--- src/rtl/number_to_radix_text_macros.svh ---
`ifndef NUMBER_TO_RADIX_TEXT_MACROS_SVH
`define NUMBER_TO_RADIX_TEXT_MACROS_SVH

// same-cycle implication on clk, quiet during rst
`define NTR_ASSERT_NOW(lbl, ante, cons, msg) \
  lbl: assert property (@(posedge clk) disable iff (rst) (ante) |-> (cons)) else $error(msg);

// next-cycle implication on clk, quiet during rst
`define NTR_ASSERT_NEXT(lbl, ante, cons, msg) \
  lbl: assert property (@(posedge clk) disable iff (rst) (ante) |=> (cons)) else $error(msg);

`endif

--- src/rtl/ntr_pkg.sv ---
package ntr_pkg;

  localparam int INT_W = 32;
  localparam int FRAC_IN_W = 32;
  localparam int FRAC_BITS = 32;
  localparam int MAX_FRAC_DIGITS = 15;
  localparam int RADIX_W = 5;
  localparam int NDIG_W = 4;
  localparam int CHAR_W = 8;
  localparam int DIGIT_W = 4;
  localparam int MAX_INT_DIGITS = INT_W;
  localparam int IDX_W = $clog2(MAX_INT_DIGITS);
  localparam int NINT_W = IDX_W + 1;
  localparam int BITS_PER_STEP = 8;
  localparam int DIV_STEPS = INT_W / BITS_PER_STEP;
  localparam int STEP_W = $clog2(DIV_STEPS);
  localparam int PROD_W = FRAC_BITS + RADIX_W;

  localparam logic [RADIX_W-1:0] RADIX_MIN = RADIX_W'(2);
  localparam logic [RADIX_W-1:0] RADIX_MAX = RADIX_W'(16);

  localparam logic [CHAR_W-1:0] CH_ZERO = 8'h30;
  localparam logic [CHAR_W-1:0] CH_ALPHA = 8'h37;
  localparam logic [CHAR_W-1:0] CH_MINUS = 8'h2D;
  localparam logic [CHAR_W-1:0] CH_POINT = 8'h2E;
  localparam logic [CHAR_W-1:0] CH_N = 8'h6E;
  localparam logic [CHAR_W-1:0] CH_A = 8'h61;

  typedef struct packed {
    logic nan;
    logic minus;
    logic [INT_W-1:0] ipart;
    logic [FRAC_BITS-1:0] frac;
    logic [RADIX_W-1:0] radix;
    logic [NDIG_W-1:0] ndig;
  } entry_t;

  typedef struct packed {
    logic [CHAR_W-1:0] ch;
    logic last;
  } text_t;

  function automatic logic [CHAR_W-1:0] digit_sym(input logic [DIGIT_W-1:0] d);
    if (d < DIGIT_W'(10)) begin
      return CH_ZERO + CHAR_W'(d);
    end
    return CH_ALPHA + CHAR_W'(d);
  endfunction

endpackage

--- src/rtl/number_to_radix_text.sv ---
// the first char reaches the outputs once the integer and fraction digits are computed;
// a nan skips both loops. One number is converted at a time; the two-entry input queue
// holds new requests meanwhile. The integer loop (eight division bits per cycle) divides
// the whole integer once per digit and takes the most time, above all in binary
// rst (synchronous) empties both queues and returns the sequencer to idle
module number_to_radix_text (
  input  logic clk,
  input  logic rst,
  input  logic push,
  output logic full,
  input  logic is_negative,
  input  logic [ntr_pkg::INT_W-1:0] integer_magnitude,
  input  logic [ntr_pkg::FRAC_IN_W-1:0] fraction_magnitude,
  input  logic [ntr_pkg::RADIX_W-1:0] radix,
  input  logic signed_mode,
  input  logic [ntr_pkg::NDIG_W-1:0] frac_digits,
  output logic empty,
  input  logic pop,
  output logic [ntr_pkg::CHAR_W-1:0] char_out,
  output logic last_char
);

  logic head_valid;
  logic head_take;
  ntr_pkg::entry_t head;
  logic emit_valid;
  logic emit_room;
  ntr_pkg::text_t emit_text;

  ntr_front u_front (
    .clk(clk),
    .rst(rst),
    .push(push),
    .full(full),
    .is_negative(is_negative),
    .integer_magnitude(integer_magnitude),
    .fraction_magnitude(fraction_magnitude),
    .radix(radix),
    .signed_mode(signed_mode),
    .frac_digits(frac_digits),
    .head_valid(head_valid),
    .head(head),
    .head_take(head_take)
  );

  ntr_back u_back (
    .clk(clk),
    .rst(rst),
    .head_valid(head_valid),
    .head(head),
    .head_take(head_take),
    .emit_valid(emit_valid),
    .emit_text(emit_text),
    .emit_room(emit_room)
  );

  ntr_outq u_outq (
    .clk(clk),
    .rst(rst),
    .in_valid(emit_valid),
    .in_text(emit_text),
    .room(emit_room),
    .empty(empty),
    .pop(pop),
    .char_out(char_out),
    .last_char(last_char)
  );

endmodule

--- src/rtl/ntr_front.sv ---
module ntr_front (
  input  logic clk,
  input  logic rst,
  input  logic push,
  output logic full,
  input  logic is_negative,
  input  logic [ntr_pkg::INT_W-1:0] integer_magnitude,
  input  logic [ntr_pkg::FRAC_IN_W-1:0] fraction_magnitude,
  input  logic [ntr_pkg::RADIX_W-1:0] radix,
  input  logic signed_mode,
  input  logic [ntr_pkg::NDIG_W-1:0] frac_digits,
  output logic head_valid,
  output ntr_pkg::entry_t head,
  input  logic head_take
);

  ntr_pkg::entry_t q [2];
  ntr_pkg::entry_t ent;
  logic wp;
  logic rp;
  logic [1:0] count;
  logic fire_in;
  logic take;
  logic neg_eff;

  always_comb begin
    neg_eff = is_negative &&
              !(integer_magnitude == '0 && fraction_magnitude == '0);
    ent.nan = neg_eff && !signed_mode;
    ent.minus = neg_eff && signed_mode;
    ent.ipart = integer_magnitude;
    ent.frac = fraction_magnitude[ntr_pkg::FRAC_IN_W-1 -: ntr_pkg::FRAC_BITS];
    if (radix < ntr_pkg::RADIX_MIN) begin
      ent.radix = ntr_pkg::RADIX_MIN;
    end else if (radix > ntr_pkg::RADIX_MAX) begin
      ent.radix = ntr_pkg::RADIX_MAX;
    end else begin
      ent.radix = radix;
    end
    if (frac_digits > ntr_pkg::NDIG_W'(ntr_pkg::MAX_FRAC_DIGITS)) begin
      ent.ndig = ntr_pkg::NDIG_W'(ntr_pkg::MAX_FRAC_DIGITS);
    end else begin
      ent.ndig = frac_digits;
    end
  end

  assign full = (count == 2'd2);
  assign head_valid = (count != 2'd0);
  assign head = q[rp];
  assign fire_in = push && !full;
  assign take = head_take && head_valid;

  always_ff @(posedge clk) begin
    if (rst) begin
      wp <= 1'b0;
      rp <= 1'b0;
      count <= 2'd0;
    end else begin
      if (fire_in) begin
        q[wp] <= ent;
        wp <= ~wp;
      end
      if (take) begin
        rp <= ~rp;
      end
      case ({fire_in, take})
        2'b10: count <= count + 2'd1;
        2'b01: count <= count - 2'd1;
        default: count <= count;
      endcase
    end
  end

endmodule

--- src/rtl/ntr_back.sv ---
`include "number_to_radix_text_macros.svh"

module ntr_back (
  input  logic clk,
  input  logic rst,
  input  logic head_valid,
  input  ntr_pkg::entry_t head,
  output logic head_take,
  output logic emit_valid,
  output ntr_pkg::text_t emit_text,
  input  logic emit_room
);

  typedef enum logic [1:0] {S_IDLE, S_IDIV, S_FRAC, S_EMIT} state_t;
  typedef enum logic [2:0] {PH_NAN, PH_SIGN, PH_INT, PH_POINT, PH_FRAC} phase_t;

  state_t state;
  phase_t phase;
  ntr_pkg::entry_t cur;
  logic [ntr_pkg::INT_W-1:0] divd;
  logic [ntr_pkg::DIGIT_W-1:0] rem;
  logic [ntr_pkg::STEP_W-1:0] step;
  logic [ntr_pkg::NINT_W-1:0] nint;
  logic [ntr_pkg::DIGIT_W-1:0] istack [ntr_pkg::MAX_INT_DIGITS];
  logic [ntr_pkg::FRAC_BITS-1:0] frac;
  logic [ntr_pkg::DIGIT_W-1:0] fbuf [ntr_pkg::MAX_FRAC_DIGITS];
  logic [ntr_pkg::NDIG_W-1:0] k;
  logic [ntr_pkg::NDIG_W-1:0] flen;
  logic [ntr_pkg::IDX_W-1:0] ipos;
  logic [ntr_pkg::NDIG_W-1:0] fpos;
  logic [1:0] nidx;

  logic [ntr_pkg::DIGIT_W-1:0] rem_next;
  logic [ntr_pkg::BITS_PER_STEP-1:0] qbyte;
  logic [ntr_pkg::INT_W-1:0] divd_next;
  logic [ntr_pkg::PROD_W-1:0] prod;
  logic [ntr_pkg::DIGIT_W-1:0] fdig;
  logic [ntr_pkg::NINT_W-1:0] nint_dec;
  logic emit_fire;

  // eight restoring steps of the long division per cycle
  always_comb begin
    logic [ntr_pkg::DIGIT_W:0] t;
    logic [ntr_pkg::DIGIT_W-1:0] r;
    r = rem;
    qbyte = '0;
    for (int i = 0; i < ntr_pkg::BITS_PER_STEP; i++) begin
      t = {r, divd[ntr_pkg::INT_W-1-i]};
      if (t >= cur.radix) begin
        r = ntr_pkg::DIGIT_W'(t - cur.radix);
        qbyte[ntr_pkg::BITS_PER_STEP-1-i] = 1'b1;
      end else begin
        r = t[ntr_pkg::DIGIT_W-1:0];
      end
    end
    rem_next = r;
    divd_next = {divd[ntr_pkg::INT_W-ntr_pkg::BITS_PER_STEP-1:0], qbyte};
  end

  assign prod = ntr_pkg::PROD_W'(frac) * ntr_pkg::PROD_W'(cur.radix);
  assign fdig = prod[ntr_pkg::FRAC_BITS +: ntr_pkg::DIGIT_W];
  assign nint_dec = nint - 1'b1;

  assign head_take = (state == S_IDLE) && head_valid;
  assign emit_valid = (state == S_EMIT);
  assign emit_fire = emit_valid && emit_room;

  always_comb begin
    emit_text.ch = ntr_pkg::CH_N;
    emit_text.last = 1'b0;
    case (phase)
      PH_NAN: begin
        emit_text.ch = (nidx == 2'd1) ? ntr_pkg::CH_A : ntr_pkg::CH_N;
        emit_text.last = (nidx == 2'd2);
      end
      PH_SIGN: emit_text.ch = ntr_pkg::CH_MINUS;
      PH_INT: begin
        emit_text.ch = ntr_pkg::digit_sym(istack[ipos]);
        emit_text.last = (ipos == '0) && (flen == '0);
      end
      PH_POINT: emit_text.ch = ntr_pkg::CH_POINT;
      PH_FRAC: begin
        emit_text.ch = ntr_pkg::digit_sym(fbuf[fpos]);
        emit_text.last = (fpos == flen - 1'b1);
      end
      default: emit_text.ch = ntr_pkg::CH_N;
    endcase
  end

  always_ff @(posedge clk) begin
    if (rst) begin
      state <= S_IDLE;
      phase <= PH_NAN;
    end else begin
      case (state)
        S_IDLE: begin
          if (head_valid) begin
            cur <= head;
            divd <= head.ipart;
            rem <= '0;
            step <= '0;
            nint <= '0;
            frac <= head.frac;
            k <= '0;
            flen <= '0;
            fpos <= '0;
            nidx <= 2'd0;
            if (head.nan) begin
              state <= S_EMIT;
              phase <= PH_NAN;
            end else begin
              state <= S_IDIV;
            end
          end
        end
        S_IDIV: begin
          divd <= divd_next;
          step <= step + 1'b1;
          if (step == ntr_pkg::STEP_W'(ntr_pkg::DIV_STEPS - 1)) begin
            istack[nint[ntr_pkg::IDX_W-1:0]] <= rem_next;
            nint <= nint + 1'b1;
            rem <= '0;
            if (divd_next == '0) begin
              state <= S_FRAC;
            end
          end else begin
            rem <= rem_next;
          end
        end
        S_FRAC: begin
          if (k == cur.ndig) begin
            state <= S_EMIT;
            phase <= cur.minus ? PH_SIGN : PH_INT;
            ipos <= nint_dec[ntr_pkg::IDX_W-1:0];
          end else begin
            fbuf[k] <= fdig;
            frac <= prod[ntr_pkg::FRAC_BITS-1:0];
            if (fdig != '0) begin
              flen <= k + 1'b1;
            end
            k <= k + 1'b1;
          end
        end
        S_EMIT: begin
          if (emit_fire) begin
            case (phase)
              PH_NAN: begin
                nidx <= nidx + 2'd1;
                if (nidx == 2'd2) begin
                  state <= S_IDLE;
                end
              end
              PH_SIGN: phase <= PH_INT;
              PH_INT: begin
                if (ipos == '0) begin
                  if (flen != '0) begin
                    phase <= PH_POINT;
                  end else begin
                    state <= S_IDLE;
                  end
                end else begin
                  ipos <= ipos - 1'b1;
                end
              end
              PH_POINT: phase <= PH_FRAC;
              PH_FRAC: begin
                if (fpos == flen - 1'b1) begin
                  state <= S_IDLE;
                end else begin
                  fpos <= fpos + 1'b1;
                end
              end
              default: state <= S_IDLE;
            endcase
          end
        end
        default: state <= S_IDLE;
      endcase
    end
  end

  `NTR_ASSERT_NOW(a_rem_below_radix, state == S_IDIV, rem < cur.radix, "remainder not below radix")
  `NTR_ASSERT_NEXT(a_last_ends_item, emit_fire && emit_text.last, state == S_IDLE, "last char did not end item")
  `NTR_ASSERT_NOW(a_frac_in_range, state == S_EMIT && phase == PH_FRAC, fpos < flen, "fraction index past trimmed length")
  `NTR_ASSERT_NOW(a_int_digits_bound, state == S_FRAC, nint != '0 && nint <= ntr_pkg::NINT_W'(ntr_pkg::MAX_INT_DIGITS), "integer digit count out of range")

endmodule

--- src/rtl/ntr_outq.sv ---
module ntr_outq (
  input  logic clk,
  input  logic rst,
  input  logic in_valid,
  input  ntr_pkg::text_t in_text,
  output logic room,
  output logic empty,
  input  logic pop,
  output logic [ntr_pkg::CHAR_W-1:0] char_out,
  output logic last_char
);

  ntr_pkg::text_t q [2];
  logic wp;
  logic rp;
  logic [1:0] count;
  logic fire_in;
  logic take;

  assign room = (count != 2'd2);
  assign empty = (count == 2'd0);
  assign fire_in = in_valid && room;
  assign take = pop && !empty;
  assign char_out = q[rp].ch;
  assign last_char = q[rp].last;

  always_ff @(posedge clk) begin
    if (rst) begin
      wp <= 1'b0;
      rp <= 1'b0;
      count <= 2'd0;
    end else begin
      if (fire_in) begin
        q[wp] <= in_text;
        wp <= ~wp;
      end
      if (take) begin
        rp <= ~rp;
      end
      case ({fire_in, take})
        2'b10: count <= count + 2'd1;
        2'b01: count <= count - 2'd1;
        default: count <= count;
      endcase
    end
  end

endmodule

--- config.mk ---
export PLATFORM = sky130hd
export DESIGN_NAME = number_to_radix_text
export DESIGN_NICKNAME = d
export VERILOG_FILES = /design/src/rtl/ntr_pkg.sv /design/src/rtl/number_to_radix_text.sv /design/src/rtl/ntr_front.sv /design/src/rtl/ntr_back.sv /design/src/rtl/ntr_outq.sv
export VERILOG_INCLUDE_DIRS = /design/src /design/src/rtl
export SDC_FILE = /design/constraint.sdc
export NUM_CORES = 1
export LEC_CHECK = 0
export ABC_AREA = 1
export BUFFER_PORTS_ARGS = -buffer_cell sky130_fd_sc_hd__clkbuf_2
export CORE_UTILIZATION = 44
export DETAILED_ROUTE_END_ITERATION = 16
export PLACE_DENSITY = 0.66
export SYNTH_ARGS = -nofsm -noshare
export SYNTH_HDL_FRONTEND = slang
export SYNTH_SLANG_ARGS = --single-unit
--- constraint.sdc ---
create_clock -name clk -period 12.55 [get_ports clk]
set_input_delay 2.51 -clock clk [delete_from_list [all_inputs] [get_ports clk]]
set_output_delay 2.51 -clock clk [all_outputs]
set_load 0.05 [all_outputs]
## Yosys cells after proc, flatten, opt, wreduce, memory -nomap -nowiden

Memory sizes are Yosys's and may differ from the RTL's. A register that Yosys moved wholly into a read port is not among the register bits.
Index checks and enable logic that the tools add are counted.

- Register bits: 118
- Latch bits: 0
- RAM bits: 356
- Bits in read-only memories: 0
- Word-level logic and storage cells: 252
- Memories: 4

Memories:

| name | depth | width | read ports | clocked after memory_dff | wr ports | RTL line | text |
|---|---|---|---|---|---|---|---|
| u_front.q | 2 | 75 | 1 | 1 | 1 | ntr_front.sv:17 | `ntr_pkg::entry_t q [2];` |
| u_back.istack | 32 | 4 | 1 | 1 | 1 | ntr_back.sv:24 | `logic [ntr_pkg::DIGIT_W-1:0] istack [ntr_pkg::MAX_INT_DIGITS];` |
| u_back.fbuf | 15 | 4 | 1 | 1 | 1 | ntr_back.sv:26 | `logic [ntr_pkg::DIGIT_W-1:0] fbuf [ntr_pkg::MAX_FRAC_DIGITS];` |
| u_outq.q | 2 | 9 | 1 | 1 | 1 | ntr_outq.sv:13 | `ntr_pkg::text_t q [2];` |

- $add $sub $neg: 24
- Multiply operators: 1
- Divide/modulo/power cells: 0
- Magnitude comparators: 13
- Eq/ne operators: 38
- Shift operators: 0
- Muxes and demuxes: 103
- Bitwise logic cells: 5
- Reduce and logical (&&, ||, !) cells: 43

Operators by type and width:

| cell | count |
|---|---|
| 32-bit one-hot mux with 2 select lines | 2 |
| 32-bit zero test | 3 |
| 32-bit two-way mux | 3 |
| 4-bit two-way mux | 19 |
| 5-bit >= comparator | 8 |
| 8-bit one-hot mux with 5 select lines | 1 |
| 32-bit by 5-bit multiplier with 36-bit output | 1 |
| 5-bit two-way mux | 7 |
| 8-bit two-way mux | 4 |
| 4-bit one-hot mux with 2 select lines | 4 |
| 4-bit subtractor | 8 |
| 1-bit two-way mux | 30 |
| 6-bit by 4-bit adder with 7-bit output, first input constant | 4 |
| 2-bit two-way mux | 14 |
| 3-bit two-way mux | 6 |
| 2-bit != test, second input constant | 9 |
| 3-bit one-hot mux with 3 select lines | 2 |
| 2-bit one-hot mux with 2 select lines | 4 |
| 2-bit one-hot mux with 4 select lines | 2 |
| 3-bit != test, second input constant | 5 |
| 2-bit == test, second input constant | 7 |
| 2-bit nonzero test | 7 |
| 6-bit two-way mux | 2 |
| 2-bit by 1-bit != test with 1-bit output, second input constant | 6 |
| other kinds (35) | 69 |

## Longest topological paths before layout

Gate-level depths: netlist (run 1).

- Depth after elaboration: 20
- Mapped depth: 75
- Gate-level depth less buffers: 73

## Cells and area by module

A second synthesis (run 1) with hierarchy kept.

- Cells, all modules: 2789
- Area, all modules: 27413.8 um^2

By module, submodules not included:

| module | times used | cells each | area each (um^2) | seq. area each (um^2) |
|---|---|---|---|---|
| ntr_back | 1 | 2381 | 20562.2 | 9048.7 |
| ntr_front | 1 | 343 | 5957.0 | 4604.4 |
| ntr_outq | 1 | 65 | 894.6 | 640.6 |

## Least setup slack after synthesis (run 1)

No wires, ideal clock.

- Path kind: register to register
- Start point: register u_back.cur[5] (netlist name)
- End point: memory u_back.istack[0][1] (netlist name) (data pin)
- Setup time: 271 ps
- Arrival: 10067 ps
- Data required time: 12279 ps
- Setup slack: 2212 ps
- Cell stages (with the launch flop): 65
- Path buffers: 2
- Period minus slack after synthesis: 10338 ps
- Cells stage by stage: edfxtp_1 clkbuf_1 clkbuf_1 inv_1 ha_1 nand2_1 nor2_1 nand2_1 o211ai_1 nor2_1 inv_1 o21ai_0 inv_1 ha_1 nand4_1 nand4_1 inv_1 or2_2 [... 29 more ...] nand3_1 nand2_1 inv_1 ha_1 a21o_1 nand2_1 nand3_1 nor2_2 inv_1 nand2_1 nand2_1 ha_1 nand2_1 o2111ai_1 inv_1 nand3_1 o21ai_0 inv_1

- Word-level cells in the longest chain between the ends: 16
- Elaborated cells between the ends (all ways): 24
- Classes of those cells: add/sub: 8; order compare: 8; mux: 8

Ends and longest elaborated chain:

| element | RTL line | text |
|---|---|---|
| from (decl) | ntr_back.sv:19 | `ntr_pkg::entry_t cur;` |
| from (signal assigned) | ntr_back.sv:98 | `cur <= head;` |
| 4-bit subtractor or 5-bit >= comparator (tied branches) | ntr_back.sv:50, ntr_back.sv:49 |  |
| 4-bit two-way mux | ntr_back.sv:49 | `if (t >= cur.radix) begin` |
| 4-bit subtractor or 5-bit >= comparator (tied branches) | ntr_back.sv:50, ntr_back.sv:49 |  |
| 4-bit two-way mux | ntr_back.sv:49 |  |
| 4-bit subtractor or 5-bit >= comparator (tied branches) | ntr_back.sv:50, ntr_back.sv:49 |  |
| 4-bit two-way mux | ntr_back.sv:49 |  |
| 5-bit >= comparator or 4-bit subtractor (tied branches) | ntr_back.sv:49, ntr_back.sv:50 |  |
| 4-bit two-way mux | ntr_back.sv:49 |  |
| 4-bit subtractor or 5-bit >= comparator (tied branches) | ntr_back.sv:50, ntr_back.sv:49 |  |
| 4-bit two-way mux | ntr_back.sv:49 |  |
| 4-bit subtractor or 5-bit >= comparator (tied branches) | ntr_back.sv:50, ntr_back.sv:49 |  |
| 4-bit two-way mux | ntr_back.sv:49 |  |
| 5-bit >= comparator or 4-bit subtractor (tied branches) | ntr_back.sv:49, ntr_back.sv:50 |  |
| 4-bit two-way mux | ntr_back.sv:49 |  |
| 4-bit subtractor or 5-bit >= comparator (tied branches) | ntr_back.sv:50, ntr_back.sv:49 |  |
| 4-bit two-way mux * | ntr_back.sv:49 |  |
| named net u_back.rem_next (one bit) | ntr_back.sv:33 | `logic [ntr_pkg::DIGIT_W-1:0] rem_next;` |
| to (decl) | ntr_back.sv:24 |  |

Mark *: on every way through the listed nets, which the timed path passes. The rest lies on a longest branch.

## Final worst setup path (run 1)

- Start point: register u_back.cur[6] (netlist name)
- End point: memory u_back.istack[23][3] (netlist name) (data pin)

- Word-level cells in the longest chain between the ends: 16
- Elaborated cells between the ends (all ways): 24
- Classes of those cells: add/sub: 8; order compare: 8; mux: 8

Ends and longest elaborated chain:

| element | RTL line |
|---|---|
| 4-bit subtractor or 5-bit >= comparator (tied branches) | ntr_back.sv:50, ntr_back.sv:49 |
| 4-bit two-way mux | ntr_back.sv:49 |
| 4-bit subtractor or 5-bit >= comparator (tied branches) | ntr_back.sv:50, ntr_back.sv:49 |
| 4-bit two-way mux | ntr_back.sv:49 |
| 5-bit >= comparator or 4-bit subtractor (tied branches) | ntr_back.sv:49, ntr_back.sv:50 |
| 4-bit two-way mux | ntr_back.sv:49 |
| 4-bit subtractor or 5-bit >= comparator (tied branches) | ntr_back.sv:50, ntr_back.sv:49 |
| 4-bit two-way mux | ntr_back.sv:49 |
| 4-bit subtractor or 5-bit >= comparator (tied branches) | ntr_back.sv:50, ntr_back.sv:49 |
| 4-bit two-way mux | ntr_back.sv:49 |
| 4-bit subtractor or 5-bit >= comparator (tied branches) | ntr_back.sv:50, ntr_back.sv:49 |
| 4-bit two-way mux | ntr_back.sv:49 |
| 5-bit >= comparator or 4-bit subtractor (tied branches) | ntr_back.sv:49, ntr_back.sv:50 |
| 4-bit two-way mux | ntr_back.sv:49 |
| 4-bit subtractor or 5-bit >= comparator (tied branches) | ntr_back.sv:50, ntr_back.sv:49 |
| 4-bit two-way mux * | ntr_back.sv:49 |
| named net u_back.rem_next (one bit) | ntr_back.sv:33 |

Marked as above.

==> results of run 1 <==
[cells in the mapped netlist (21+ instances only)]
master / instances / area (um2)
o21ai_0: 112 / 561
nor2_1: 247 / 927
clkbuf_1: 49 / 184
edfxtp_1: 458 / 13800
nand3_1: 185 / 926
fa_1: 97 / 1940
dfxtp_1: 24 / 480
a21oi_1: 157 / 786
ha_1: 107 / 1340
inv_1: 315 / 1180
nand2_1: 769 / 2890
xor2_1: 21 / 184
[area by class of cell]
cell class	instances	area, um2
Fill cell	5513	30500
Sequential cell	482	14200
Multi-Input combinational cell	1893	11000
Clock buffer	64	1310
Inverter	329	1260
Tap cell	782	978
Timing Repair Buffer	110	606
Clock inverter	28	408
Timing Repair inverter	2	15.0
[worst reg2reg max path, delay by kind of cell (launching register included)]
| family | cells | cell delay, ns |
|---|---|---|
| buffers and inverters | 12 | 1.82 |
| adder cells (fa/ha/maj) | 8 | 2.61 |
| AO/OA/AOI/OAI | 11 | 2.33 |
| AND/OR/NAND/NOR | 33 | 4.19 |
| flip-flops | 1 | 0.39 |
[registers in the layout (all words and copies together) (netlist names), 2 cells and up, named ones only]
name	count
u_back.nidx	2
u_back.istack	128
u_back.phase	3
u_back.state	2
u_back.fpos	4
u_back.ipos	5
u_back.step	2
u_back.nint	5
u_back.rem	4
u_back.frac	32
u_back.k	4
u_back.divd	32
u_outq.count	2
u_back.cur	10
u_front.count	2
u_front.q	150
u_back.flen	4
u_outq.q	16
u_back.fbuf	60
[timing repair]
item / in CTS / in global routing
endpoints found under the setup margin: 0 / 128
setup buffers: 0 / 4
resized for setup: 0 / 14
[stage by stage]
| step | std cells | hold slack [ns] | area, um2 | worst slack, ns | utilization, % |
|---|---|---|---|---|---|
| 3_5_place_dp | 3592 | 0.442 | 28000 | 0.643 | 46.4 |
| 2_1_floorplan | 2795 | 0.426 | 26900 | 2.21 | - |
| 6_report | 3690 | 0.449 | 29800 | 0.971 | 49.4 |
| 5_1_grt | 3690 | 0.471 | 29800 | 0.000791 | 49.4 |
| 4_1_cts | 3684 | 0.451 | 29700 | 0.623 | 49.2 |
| 3_3_place_gp | 3592 | 0.438 | 28000 | 1.38 | 46.4 |
[how the worst max path moves through the flow]
stage	startpoint	slack, ns	depth (start not counted)	endpoint
floorplan	u_back.cur[5]	2.21	64	u_back.istack[0][1]
global placement	u_back.cur[5]	1.38	63	u_back.istack[0][2]
detailed placement	u_back.cur[5]	0.64	65	u_back.istack[7][2]
CTS	u_back.cur[5]	0.62	65	u_back.istack[23][2]
global route	u_back.cur[5]	0.0008	67	u_back.istack[23][3]
finish	u_back.cur[6]	0.97	64	u_back.istack[23][3]
[metal layers]
layer,share of wire (%),up-vias,track usage [%]
met5,0.014,-,0
met4,2.8,2,6.74
met3,5.4,117,2.87
met2,49,553,35.0
met1,43,9444,26.5
li1,-,9455,-
[logic make-up (layout without fill, tap and decap cells)]
kind of cell / Yosys count / count (layout)
and+or+nand+nor: 1297 / 1297
DFF: 482 / 482
buffers and inverters: 420 / 533
AOI/OAI and AO/OA: 345 / 345
adders and majority gates: 204 / 204
xor gates and xnor gates: 38 / 38
muxes: 8 / 8
other: 1 / 1
==> flow_metrics.tcl, run 1 <==
set metrics [dict create \
    status "finished clean" \
    fin_tns_setup_ns 0 \
    final_common_cell "nand2_1" \
    clkTransAtPathRegs_ns 0.06 \
    slew_violations 0 \
    critical_path.top_delay_family "simple AND/OR/NAND/NOR gates" \
    rsz0062_at_grt "no" \
    drive_gt1_share_pct 8.46 \
    cts.sinks 482 \
    ant_nets 0 \
    timing.rr.end "u_back.istack[23][3]" \
    final.min_clock_period_ns 11.58 \
    drtIter0Drc 1577 \
    synth-seq-cells 482 \
    fmax_mhz 86.4 \
    hold_path_depth 1 \
    route.detailed.drc 0 \
    hold_path_class "register to register" \
    min_from "u_front.rp" \
    setup_violations 0 \
    final_hold_viol_count 0 \
    cts_hold_buf 0 \
    finalClockSkew_ns 0.0684 \
    routed_wl_mm 62.9 \
    worst_setup_path_start_kind "register" \
    muxShareOfSynthArea_pct 0.335 \
    nNetsFinal 3151 \
    synth_fa_ha_area_share_pct 12.2 \
    synth_top_family_by_area "simple AND/OR/NAND/NOR gates" \
    synth_compound_area_share_pct 7.03 \
    track_usage_pct 20.4 \
    core-area_um2 60400 \
    max_stage_delay_ns 0.42 \
    path_class "register to register" \
    cpMostUsedCell "nand2_1" \
    grt_max_degree 76 \
    grt_pass1_wl_mm 102 \
    first_pass_iters 7 \
    worstSetupEndpointType "register" \
    synth_xor_area_share_pct 1.24 \
    dp_hpwl_mm 43.8 \
    cts_htree_levels 2 \
    clock_path_buffers 3 \
    clkLatencyLatePin_ns 0.65 \
    io_buffers 88 \
    grt_pass1_vias 19700 \
    synth_edf_count 458 \
    ys_warn_count 0 \
    ys_seq_area_share_pct 52.9 \
    cp.required_ns 12.91 \
    tritoncts "done" \
    antennaDiodeCount 0 \
    die_h_um 249 \
    worst-endpoint-arrival_ns 11.94 \
    initial_core_util_pct 44.6 \
    rr_worst_depth 64 \
    routabilityCongestion 0.907 \
    avgRoutedWirePerCell_um 17.0 \
    tightest_slew_ns 1.16 \
    r2r-start "u_back.cur[6]" \
    r2r_slack_ns 0.97 \
    gr-total-overflow 0 \
    cp_max_fo 16 \
    synth_cell_types 55 \
    cp_num_buf_inv 12 \
    synth_async_sr_flop_share_pct 0 \
    drv_cap 0 \
    synth_nets 3078 \
    rows 90 \
    fin_crit_sh_pct 92.3 \
    die_area_um2 62200 \
    via_per_inst 5.30 \
    syn_inst 2795 \
    critPathSlowestCell "o2111ai_1" \
    yosys.area_share.simple_pct 19.9 \
    syn_avg_cell_area_um2 9.63 \
    vias 19600 \
    numCtsBuffers 50 \
    area_growth_pct 10.8 \
    die_w_um 249 \
    antenna_found_initial 1 \
    final_cell_mix "768 x nand2_1, 458 x edfxtp_1, 309 x inv_1, 244 x nor2_1, 185 x nand3_1" \
    max-slew-margin-rel_pct 22.7 \
    syn_area_um2 26900 \
    io-pin-count 90 \
    clock-root-buffer "clkbuf_16" \
    synth_top_flop_cell "edfxtp_1" \
]
Power of run 1 is left out: the tool's default activity adds up to more than one toggle a clock period on the data nets, which glitch-free logic cannot reach.
==> inputs of run 2 (changes only) <==
CTS_BUF_LIST = sky130_fd_sc_hd__clkbuf_16   (was not set)
==> flow_metrics.tcl, run 2 (synthesized netlist as in run 1, its figures left out) <==
set metrics [dict create \
    status "finished clean" \
    worst-endpoint-arrival_ns 11.91 \
    post-place-ws_ns 0.643 \
    critical_path.top_delay_family "simple AND/OR/NAND/NOR gates" \
    grt_pass1_wl_mm 102 \
    grt_pass1_vias 19700 \
    worstSetupEndpointType "register" \
    max-slew-margin-rel_pct 23.7 \
    drive_gt1_share_pct 8.43 \
    clock-root-buffer "clkbuf_16" \
    grt_use_met2_pct 35.0 \
    route.detailed.drc 0 \
    nNetsFinal 3151 \
    core-area_um2 60400 \
    max_stage_delay_ns 0.42 \
    placed_area_um2 28000 \
    finalClockSkew_ns 0.0690 \
    setup_violations 0 \
    io_buffers 88 \
    grt_max_degree 76 \
    final.min_clock_period_ns 11.55 \
    antennaDiodeCount 0 \
    fin_tns_setup_ns 0 \
    largest-register "u_front.q" \
    design_area_um2 29800 \
    tightest_slew_ns 1.14 \
    final_core_utilization_pct 49.4 \
    final_cell_mix "768 x nand2_1, 458 x edfxtp_1, 322 x inv_1, 244 x nor2_1, 185 x nand3_1" \
    vias 19500 \
    via_per_inst 5.30 \
    io-pin-count 90 \
    num-fill-cells 5512 \
    grtUsageMet3_pct 2.87 \
    initial_core_util_pct 44.6 \
    busiest_layer "met2" \
    final_common_cell "nand2_1" \
    track_usage_pct 20.4 \
    layout_setup_ws_ns 1.00 \
    clock_path_buffers 3 \
    antenna_found_initial 1 \
    worst_setup_path_start_kind "register" \
    dp_hpwl_mm 43.8 \
    clkLatencyLatePin_ns 0.65 \
    critPathSlowestCell "o2111ai_1" \
    numCtsBuffers 50 \
    fmax_mhz 86.6 \
    drtIter0Drc 1549 \
    hold_path_class "register to register" \
    first_pass_iters 7 \
    drv_cap 0 \
    die_h_um 249 \
    largest_reg_flops 150 \
    cpMostUsedCell "nand2_1" \
    cp_max_fo 16 \
    die_w_um 249 \
    fin_crit_sh_pct 92.0 \
    routed_wl_mm 62.8 \
    cts.sinks 482 \
    cts_htree_levels 2 \
    cts_hold_buf 0 \
    cp_num_buf_inv 12 \
    die_area_um2 62200 \
    slew_violations 0 \
    routabilityCongestion 0.907 \
    clkTransAtPathRegs_ns 0.06 \
    path_class "register to register" \
    area_growth_pct 10.8 \
    rows 90 \
    cp.required_ns 12.91 \
    ant_nets 0 \
    final_hold_viol_count 0 \
    gr-total-overflow 0 \
    avgRoutedWirePerCell_um 17.0 \
    met1_usage_pct 26.5 \
    rsz0062_at_grt "no" \
    tritoncts "done" \
]
run 2: path summary, 6_finish.rpt:
kind                 start              endpoint  slack, ns  cells past startpoint
max          u_back.cur[6]  u_back.istack[29][3]       1.00                     64
min             u_front.rp              register       0.45                      1
max reg2reg  u_back.cur[6]  u_back.istack[29][3]       1.00                     64
min reg2reg     u_front.rp              register       0.45                      1
run 2: layout make-up:
type | instances | area, um2 | share of cell area [%]
Clock buffer | 50 | 1250 | 4.20
Clock inverter | 42 | 460 | 1.54
Timing Repair inverter | 2 | 15.0 | 0.0504
Tap cell | 782 | 978 | 3.28
Multi-Input combinational cell | 1893 | 11000 | 36.9
Inverter | 329 | 1260 | 4.22
Timing Repair Buffer | 110 | 606 | 2.03
Sequential cell | 482 | 14200 | 47.8
run 2: through the flow:
step           std cells  hold WS, ns
5_1_grt             3690        0.471
2_1_floorplan       2795        0.426
6_report            3690        0.448
3_3_place_gp        3592        0.438
4_1_cts             3684        0.451
3_5_place_dp        3592        0.442
run 2: repair_timing:
item | CTS | global route
setup endpoints to repair | 0 | 128
buffers inserted | 0 | 4
gates resized for setup | 0 | 14
run 2: per-layer routing:
| layer | share of wire (%) | vias to the layer above |
|---|---|---|
| met5 | 0.014 | - |
| met4 | 2.8 | 2 |
| met3 | 5.5 | 116 |
| met2 | 49 | 552 |
| met1 | 43 | 9427 |
| li1 | - | 9451 |
Power of run 2 is left out for the same reason.
